<file path="config.mk">
export PLATFORM = sky130hd
export DESIGN_NAME = rs232_frame_deframer
export DESIGN_NICKNAME = d
export VERILOG_FILES = /design/src/rtl/rfd_pkg.sv /design/src/rtl/rfd_apb_regs.sv /design/src/rtl/rfd_input_stage.sv /design/src/rtl/rfd_frame_core.sv /design/src/rtl/rs232_frame_deframer.sv
export SDC_FILE = /design/constraint.sdc
export NUM_CORES = 1
export LEC_CHECK = 0
export BUFFER_PORTS_ARGS = -buffer_cell sky130_fd_sc_hd__buf_4
export CAP_MARGIN = 20
export CORE_ASPECT_RATIO = 1.4
export CORE_MARGIN = 3
export CORE_UTILIZATION = 45
export CTS_CLUSTER_SIZE = 40
export DETAILED_ROUTE_END_ITERATION = 8
export GPL_TIMING_DRIVEN = 0
export PLACE_DENSITY = 0.74
export SYNTH_ARGS = -nofsm -noshare
export SYNTH_HDL_FRONTEND = slang
export SYNTH_SLANG_ARGS = --single-unit
</file>
<file path="constraint.sdc">
create_clock -name aclk -period 3.3 [get_ports aclk]
set_clock_uncertainty 0.15 [all_clocks]
set_input_delay 0 -clock aclk [delete_from_list [all_inputs] [get_ports aclk]]
set_output_delay 0 -clock aclk [all_outputs]
set_load 0.03 [all_outputs]
</file>
<file path="src/rtl/rfd_pkg.sv">
// shared types, constants and helpers of the rs232 frame deframer
`default_nettype none

package rfd_pkg;

    // data bits per frame, default
    localparam int DATA_BITS_DEF = 7;

    // field widths
    localparam int SAMPLE_W = 15;
    localparam int MARK_W   = 15;
    localparam int SPACE_W  = 14;
    localparam int CHAR_W   = 7;
    localparam int POS_W    = 4;

    // stream bus widths
    localparam int S_TDATA_W = 16;
    localparam int M_TDATA_W = 16;

    // configuration bus
    localparam int APB_ADDR_W = 3;
    localparam int APB_DATA_W = 32;
    localparam logic [APB_ADDR_W-1:0] ADDR_MARK_THRESH  = 3'd0;
    localparam logic [APB_ADDR_W-1:0] ADDR_SPACE_THRESH = 3'd4;

    // threshold reset values
    localparam logic signed [MARK_W-1:0] MARK_THRESH_RST  = -15'sd3000;
    localparam logic [SPACE_W-1:0]       SPACE_THRESH_RST = 14'd3000;

    // line level of one sample
    typedef enum logic [1:0] {
        LEVEL_SPACE = 2'd0,
        LEVEL_MARK  = 2'd1,
        LEVEL_BAD   = 2'd2
    } level_t;

    typedef struct packed {
        logic signed [MARK_W-1:0] mark_threshold_mv;
        logic [SPACE_W-1:0]       space_threshold_mv;
    } rfd_cfg_t;

    typedef struct packed {
        logic signed [SAMPLE_W-1:0] sample_mv;
        logic                       last_sample;
    } rfd_sample_t;

    typedef struct packed {
        logic [CHAR_W-1:0] character;
        logic              frame_ok;
        logic              message_ok;
        logic              end_of_message;
    } rfd_result_t;

    // mark wins where both thresholds are met
    function automatic level_t classify(
        input logic signed [SAMPLE_W-1:0] mv,
        input rfd_cfg_t                   cfg
    );
        logic signed [SAMPLE_W-1:0] space_s;
        space_s = $signed({1'b0, cfg.space_threshold_mv});
        if (mv <= cfg.mark_threshold_mv) begin
            return LEVEL_MARK;
        end else if (mv >= space_s) begin
            return LEVEL_SPACE;
        end else begin
            return LEVEL_BAD;
        end
    endfunction

endpackage

`default_nettype wire

</file>
<file path="src/rtl/rfd_apb_regs.sv">
// apb register file holding the mark and space thresholds
`default_nettype none

module rfd_apb_regs (
    input  wire logic                              aclk,
    input  wire logic                              aresetn,
    input  wire logic                              psel,
    input  wire logic                              penable,
    input  wire logic                              pwrite,
    input  wire logic [rfd_pkg::APB_ADDR_W-1:0]    paddr,
    input  wire logic [rfd_pkg::APB_DATA_W-1:0]    pwdata,
    output logic      [rfd_pkg::APB_DATA_W-1:0]    prdata,
    output logic                                   pready,
    output rfd_pkg::rfd_cfg_t                      cfg
);

    logic signed [rfd_pkg::MARK_W-1:0] mark_reg;
    logic [rfd_pkg::SPACE_W-1:0]       space_reg;
    logic                              wr_en;

    assign pready = 1'b1;
    assign wr_en  = psel && penable && pwrite && pready;

    // register writes
    always_ff @(posedge aclk) begin
        if (!aresetn) begin
            mark_reg  <= rfd_pkg::MARK_THRESH_RST;
            space_reg <= rfd_pkg::SPACE_THRESH_RST;
        end else if (wr_en) begin
            if (paddr == rfd_pkg::ADDR_MARK_THRESH) begin
                mark_reg <= $signed(pwdata[rfd_pkg::MARK_W-1:0]);
            end
            if (paddr == rfd_pkg::ADDR_SPACE_THRESH) begin
                space_reg <= pwdata[rfd_pkg::SPACE_W-1:0];
            end
        end
    end

    // read mux, mark threshold sign extended
    always_comb begin
        prdata = '0;
        if (paddr == rfd_pkg::ADDR_MARK_THRESH) begin
            prdata = rfd_pkg::APB_DATA_W'(mark_reg);
        end else if (paddr == rfd_pkg::ADDR_SPACE_THRESH) begin
            prdata = rfd_pkg::APB_DATA_W'(space_reg);
        end
    end

    assign cfg.mark_threshold_mv  = mark_reg;
    assign cfg.space_threshold_mv = space_reg;

endmodule

`default_nettype wire

</file>
<file path="src/rtl/rfd_input_stage.sv">
// input register for line samples
`default_nettype none

module rfd_input_stage (
    input  wire logic                 aclk,
    input  wire logic                 aresetn,
    input  wire logic                 in_valid,
    output logic                      in_ready,
    input  wire rfd_pkg::rfd_sample_t in_data,
    output logic                      stage_valid,
    output rfd_pkg::rfd_sample_t      stage_data,
    input  wire logic                 stage_take
);

    logic                 valid_reg;
    rfd_pkg::rfd_sample_t data_reg;

    // free, or being drained this cycle
    assign in_ready = !valid_reg || stage_take;

    always_ff @(posedge aclk) begin
        if (!aresetn) begin
            valid_reg <= 1'b0;
        end else if (in_ready) begin
            valid_reg <= in_valid;
        end
    end

    always_ff @(posedge aclk) begin
        if (in_ready && in_valid) begin
            data_reg <= in_data;
        end
    end

    assign stage_valid = valid_reg;
    assign stage_data  = data_reg;

endmodule

`default_nettype wire

</file>
<file path="src/rtl/rfd_frame_core.sv">
// frame tracking state and registered result output
`default_nettype none

module rfd_frame_core #(
    parameter int DATA_BITS = rfd_pkg::DATA_BITS_DEF
) (
    input  wire logic                 aclk,
    input  wire logic                 aresetn,
    input  wire rfd_pkg::rfd_cfg_t    cfg,
    input  wire logic                 stage_valid,
    input  wire rfd_pkg::rfd_sample_t stage_data,
    output logic                      stage_take,
    output logic                      out_valid,
    input  wire logic                 out_ready,
    output rfd_pkg::rfd_result_t      out_data
);

    localparam int FRAME_LEN = DATA_BITS + 3;
    localparam logic [rfd_pkg::POS_W-1:0] POS_STOP = rfd_pkg::POS_W'(FRAME_LEN - 1);

    logic [rfd_pkg::POS_W-1:0] pos_reg, pos_next;
    logic [DATA_BITS-1:0]      shift_reg, shift_next;
    logic                      frame_fail_reg, frame_fail_next;
    logic                      msg_fail_reg, msg_fail_next;
    logic                      out_valid_reg, out_valid_next;
    rfd_pkg::rfd_result_t      out_data_reg, out_data_next;

    rfd_pkg::level_t           level;
    logic                      fail_now;
    logic [DATA_BITS-1:0]      shift_upd;
    logic                      ff_upd;
    logic                      mf_upd;
    logic [DATA_BITS+rfd_pkg::CHAR_W-1:0] char_ext;

    assign stage_take = stage_valid && (!out_valid_reg || out_ready);
    assign level      = rfd_pkg::classify(stage_data.sample_mv, cfg);

    // level check for the current frame slot
    always_comb begin
        fail_now  = 1'b0;
        shift_upd = shift_reg;
        if (pos_reg == '0) begin
            fail_now = (level != rfd_pkg::LEVEL_MARK);
        end else if (pos_reg == rfd_pkg::POS_W'(1)) begin
            fail_now = (level != rfd_pkg::LEVEL_SPACE);
        end else if (pos_reg < POS_STOP) begin
            fail_now = (level == rfd_pkg::LEVEL_BAD);
            for (int i = 0; i < DATA_BITS; i++) begin
                if (pos_reg == rfd_pkg::POS_W'(i + 2) && level == rfd_pkg::LEVEL_MARK) begin
                    shift_upd[i] = 1'b1;
                end
            end
        end else begin
            fail_now = (level != rfd_pkg::LEVEL_MARK);
        end
        ff_upd   = frame_fail_reg || fail_now;
        mf_upd   = msg_fail_reg || ff_upd;
        char_ext = {rfd_pkg::CHAR_W'(0), shift_upd};
    end

    // next state and result
    always_comb begin
        pos_next        = pos_reg;
        shift_next      = shift_reg;
        frame_fail_next = frame_fail_reg;
        msg_fail_next   = msg_fail_reg;
        out_valid_next  = out_valid_reg && !out_ready;
        out_data_next   = out_data_reg;
        if (stage_take) begin
            out_valid_next = 1'b0;
            if (pos_reg >= POS_STOP) begin
                // frame end, with or without end of message
                out_valid_next               = 1'b1;
                out_data_next.character      = char_ext[rfd_pkg::CHAR_W-1:0];
                out_data_next.frame_ok       = !ff_upd;
                out_data_next.message_ok     = !mf_upd;
                out_data_next.end_of_message = stage_data.last_sample;
                pos_next        = '0;
                shift_next      = '0;
                frame_fail_next = 1'b0;
                msg_fail_next   = stage_data.last_sample ? 1'b0 : mf_upd;
            end else if (stage_data.last_sample) begin
                // message cut off mid frame
                out_valid_next               = 1'b1;
                out_data_next.character      = '0;
                out_data_next.frame_ok       = 1'b0;
                out_data_next.message_ok     = 1'b0;
                out_data_next.end_of_message = 1'b1;
                pos_next        = '0;
                shift_next      = '0;
                frame_fail_next = 1'b0;
                msg_fail_next   = 1'b0;
            end else begin
                pos_next        = pos_reg + rfd_pkg::POS_W'(1);
                shift_next      = shift_upd;
                frame_fail_next = ff_upd;
            end
        end
    end

    always_ff @(posedge aclk) begin
        if (!aresetn) begin
            pos_reg        <= '0;
            shift_reg      <= '0;
            frame_fail_reg <= 1'b0;
            msg_fail_reg   <= 1'b0;
            out_valid_reg  <= 1'b0;
        end else begin
            pos_reg        <= pos_next;
            shift_reg      <= shift_next;
            frame_fail_reg <= frame_fail_next;
            msg_fail_reg   <= msg_fail_next;
            out_valid_reg  <= out_valid_next;
        end
    end

    always_ff @(posedge aclk) begin
        out_data_reg <= out_data_next;
    end

    assign out_valid = out_valid_reg;
    assign out_data  = out_data_reg;

endmodule

`default_nettype wire

</file>
<file path="src/rtl/rs232_frame_deframer.sv">
// top level of the rs232 frame deframer
//
// The s_ stream takes one line sample per transaction: s_tdata holds the signed
// millivolt value, s_tlast marks the final sample of a message. Each sample is
// read as mark, space or invalid against the two thresholds of the apb port.
// A frame is DATA_BITS + 3 samples (idle, start, data lsb first, stop).
// At each frame end, or on a last sample in mid frame, one transaction leaves
// on the m_ stream with the character, frame_ok and message_ok; m_tlast is set
// on the result caused by the last sample.
// A sample accepted on the s_ stream passes the input register, then the result
// register, before its result raises m_tvalid. Throughput: one sample per cycle
// while the m_ receiver does not stall, set by the single pass from input
// register through the level compare and the frame state update into the
// result register.
// When the receiver stalls, the result register holds; the input register can
// still take one more sample if it is empty, then s_tready drops until the result leaves.
// Reset clears frame position, character, error flags and both stream valids
// and loads the thresholds with -3000 mV and 3000 mV.
`default_nettype none

module rs232_frame_deframer #(
    parameter int DATA_BITS = rfd_pkg::DATA_BITS_DEF
) (
    input  wire logic                              aclk,
    input  wire logic                              aresetn,
    // sample stream
    input  wire logic                              s_tvalid,
    output logic                                   s_tready,
    input  wire logic [rfd_pkg::S_TDATA_W-1:0]     s_tdata,   // [14:0] sample_mv
    input  wire logic                              s_tlast,   // last_sample
    // result stream
    output logic                                   m_tvalid,
    input  wire logic                              m_tready,
    output logic      [rfd_pkg::M_TDATA_W-1:0]     m_tdata,   // [6:0] character,
                                                              // [7] frame_ok,
                                                              // [8] message_ok
    output logic                                   m_tlast,   // end_of_message
    // configuration
    input  wire logic                              psel,
    input  wire logic                              penable,
    input  wire logic                              pwrite,
    input  wire logic [rfd_pkg::APB_ADDR_W-1:0]    paddr,
    input  wire logic [rfd_pkg::APB_DATA_W-1:0]    pwdata,
    output logic      [rfd_pkg::APB_DATA_W-1:0]    prdata,
    output logic                                   pready
);

    rfd_pkg::rfd_cfg_t    cfg;
    rfd_pkg::rfd_sample_t in_data;
    rfd_pkg::rfd_sample_t stage_data;
    rfd_pkg::rfd_result_t out_data;
    logic                 stage_valid;
    logic                 stage_take;

    assign in_data.sample_mv   = $signed(s_tdata[rfd_pkg::SAMPLE_W-1:0]);
    assign in_data.last_sample = s_tlast;

    rfd_apb_regs u_regs (
        .aclk    (aclk),
        .aresetn (aresetn),
        .psel    (psel),
        .penable (penable),
        .pwrite  (pwrite),
        .paddr   (paddr),
        .pwdata  (pwdata),
        .prdata  (prdata),
        .pready  (pready),
        .cfg     (cfg)
    );

    rfd_input_stage u_in (
        .aclk        (aclk),
        .aresetn     (aresetn),
        .in_valid    (s_tvalid),
        .in_ready    (s_tready),
        .in_data     (in_data),
        .stage_valid (stage_valid),
        .stage_data  (stage_data),
        .stage_take  (stage_take)
    );

    rfd_frame_core #(
        .DATA_BITS (DATA_BITS)
    ) u_core (
        .aclk        (aclk),
        .aresetn     (aresetn),
        .cfg         (cfg),
        .stage_valid (stage_valid),
        .stage_data  (stage_data),
        .stage_take  (stage_take),
        .out_valid   (m_tvalid),
        .out_ready   (m_tready),
        .out_data    (out_data)
    );

    // pack result fields, padded to whole bytes
    assign m_tdata = rfd_pkg::M_TDATA_W'({out_data.message_ok, out_data.frame_ok,
                                          out_data.character});
    assign m_tlast = out_data.end_of_message;

endmodule

`default_nettype wire

</file>
==> impl_metrics.toml <==
[routing]
viasPerCell = 5.09
drc = 0
wl_met3_um = 459
highest_layer = "met4"
avgRoutedWirePerCell_um = 14.9
m1WireLength_mm = 3.75
first_pass_iters = 4
wl_met2_mm = 5.11
drtIter0Drc = 105
via_count = 3279
ant_nets = 0
drt_wl_total_mm = 9.59

[sta]
fmax_ghz = 0.368
worstMarginPinSlew_ns = 0.956
hold_viol_final = 0
tns_ns = 0
setup_violations = 0
final.period_utilization_pct = 82.3
maxSlewViolCount = 0
layout_setup_ws_ns = 0.582
relSlewSlack_pct = 35.9
grt_setup_unrepaired = "false"
period_minus_slack_ns = 2.72

[finish]
fin_nets = 632
mostFrequentLayoutCells = "buf_4, nand2_1, dfxtp_1"
mostFrequentLayoutCell = "buf_4"
largest_reg_flops = 16
area_growth_pct = 37.3
diodes = 0
final_cell_area_mm2 = 0.00516
filler_cell_count = 629
drive_gt1_share_pct = 23.9

[setup_path]
rr_startpoint = "u_in.stage_data[15]"
critPathLaunchType = "flip-flop"
worstSetupStartpoint = "u_in.stage_data[15]"
reg2reg_slack_ns = 0.58
worst_ep_arrival_time_ns = 2.74
rr_worst_depth = 7
path_class = "flip-flop to flip-flop"
crit_fanout = 10
critPathCaptureType = "flip-flop"
rr_endpoint = "u_core.out_data[1]"
critical_path_required_ns = 3.32

[synth]
synth_cell_types = 45
synthCells = 400
avgSynthCellArea_um2 = 9.39
yosys_most_used_dff = "dfxtp_1"
synth_seq_cells = 70
async_flop_share_pct = 0
ys.warnings.count = 0
yosysSeqAreaShare_pct = 44.2
synth-edff-count = 26
netlist_area_mm2 = 0.00376

[pwr]
p_leak_nw = 2.33
peakVddDrop_mv = 0.220
p_per_area_mw_per_mm2 = 399

[worst_hold_path]
holdPathEnd = "u_regs.mark_reg[9]"
min-delay-start = "penable"
hp-class = "input port to flip-flop"
worstHoldPathCells = 5

[global_route]
grt_pass1_vias = 3367
grt_pass1_wl_mm = 15.5
grt.overflow.total = 0
gr-usage-all-layers_pct = 20.7
grt_antenna_before_repair = 0
grt_max_degree = 19

[clock_network]
clk_pin_slew_worst_paths_ns = 0.07
cts.sinks = 70
clkLatencyLatePin_ns = 0.35
cts_hold_buf = 39
cts_made_buffers = 9
clock-root-buffer = "clkbuf_8"
htreeDepth = 3
cts_tree = "yes"
cts-resized-gates = 0
post-cts-setup-buffer-count = 0
clock_path_buffers = 2

[placed_design]
dp_hpwl_mm = 7.10
port_buffers = 83
post_dp_cell_area_mm2 = 0.00453
pre_cts_ws_ns = 0.614
routabilityCongestion = 0.878

[die]
die_w_um = 83.2
die_area_mm2 = 0.00950
initial_utilization_pct = 47.3
rows = 38
io_pins = 111
die_h_um = 114
core_mm2 = 0.00794

[flow_run]
cap_violations = 0

[outcome]
status = "finished, final reports clean"
[Yosys cell counts, types with 2 or more instances]
library cell,instances,area [um2]
a22o_1,2,17.5
nand2_1,57,214
and2_1,9,56.3
a21oi_1,24,120
o21ai_0,2,10.0
nand3_1,4,20.0
nand4b_1,2,17.5
nand2b_1,4,25.0
nand4_1,7,43.8
nor3_1,5,25.0
and3_1,6,37.5
a211oi_1,3,22.5
o211ai_1,14,105
o21a_1,9,67.6
conb_1,2,7.51
ha_1,34,425
a21o_1,4,30.0
mux2i_1,15,150
inv_1,32,120
clkbuf_1,13,48.8
o31a_1,2,17.5
dfxtp_1,44,881
nor2b_1,2,12.5
edfxtp_1,26,781
nor2_1,33,124
xor2_1,2,17.5
buf_4,25,188
[critical path: stages (launching register included)]
cell and delay [ns]:
edfxtp_1 0.43, ha_1 0.32, nand4_1 0.17, nor3_2 0.35
nor4_4 0.10, a211oi_4 0.49, mux2_4 0.36, nor4_1 0.17
[where the power goes]
part	internal, W	switching, W	leakage [nW]
Clock	0.000498	0.000319	0.121
Sequential	0.000916	0.0000141	0.602
Combinational	0.000147	0.000162	1.60
[per-stage QoR]
stage / power, W / utilization (%) / std cells / hold WS, ns
2_1_floorplan: 0.00112 / - / 406 / -0.0611
3_3_place_gp: 0.00121 / 57.0 / 589 / 0.0287
3_5_place_dp: 0.00122 / 57.1 / 589 / 0.0296
4_1_cts: 0.00206 / 65.0 / 644 / 0.128
5_1_grt: 0.00212 / 65.0 / 644 / 0.188
6_report: 0.00206 / 65.0 / 644 / 0.141
[worst max path at each step]
stage,slack (ns),endpoint,cells past startpoint
final,0.58,u_core.out_data[1],7
after global routing,0.39,u_core.out_data[1],7
after CTS,0.58,u_core.out_data[1],7
after detailed placement,0.61,u_core.out_data[1],7
after global placement,0.60,u_core.out_data[1],7
after floorplan,0.66,prdata[15],4
[layer usage]
metal / up-vias / GRT usage (%)
li1: 1619 / -
met1: 1534 / 22.1
met2: 108 / 38.9
met3: 18 / 2.88
met4: 0 / 11.3
met5: - / 0
[area by class of cell]
type                    count  area, um2  share of cell area [%]
plain buffers              39        241                    4.68
clock buffers               9        124                    2.40
clock inverters             7        113                    2.18
inverters                  32        120                    2.33
multi-input cells         265       1760                    34.1
flip-flops and latches     70       1660                    32.2
well taps                 100        125                    2.42
repair buffers            122       1010                    19.6
[cells by family (layout without fill, tap and decap cells)]
kind of cell	Yosys count	after routing	share of synthesized area, %
buffers and inverters	71	209	9.62
other	2	8	0.200
xor gates and xnor gates	3	3	0.699
muxes	16	16	4.40
and+or+nand+nor	139	139	17.8
DFF	70	70	44.2
AOI/OAI and AO/OA	65	65	11.8
adders and majority gates	34	34	11.3
Power figures use the tool's default switching activity.
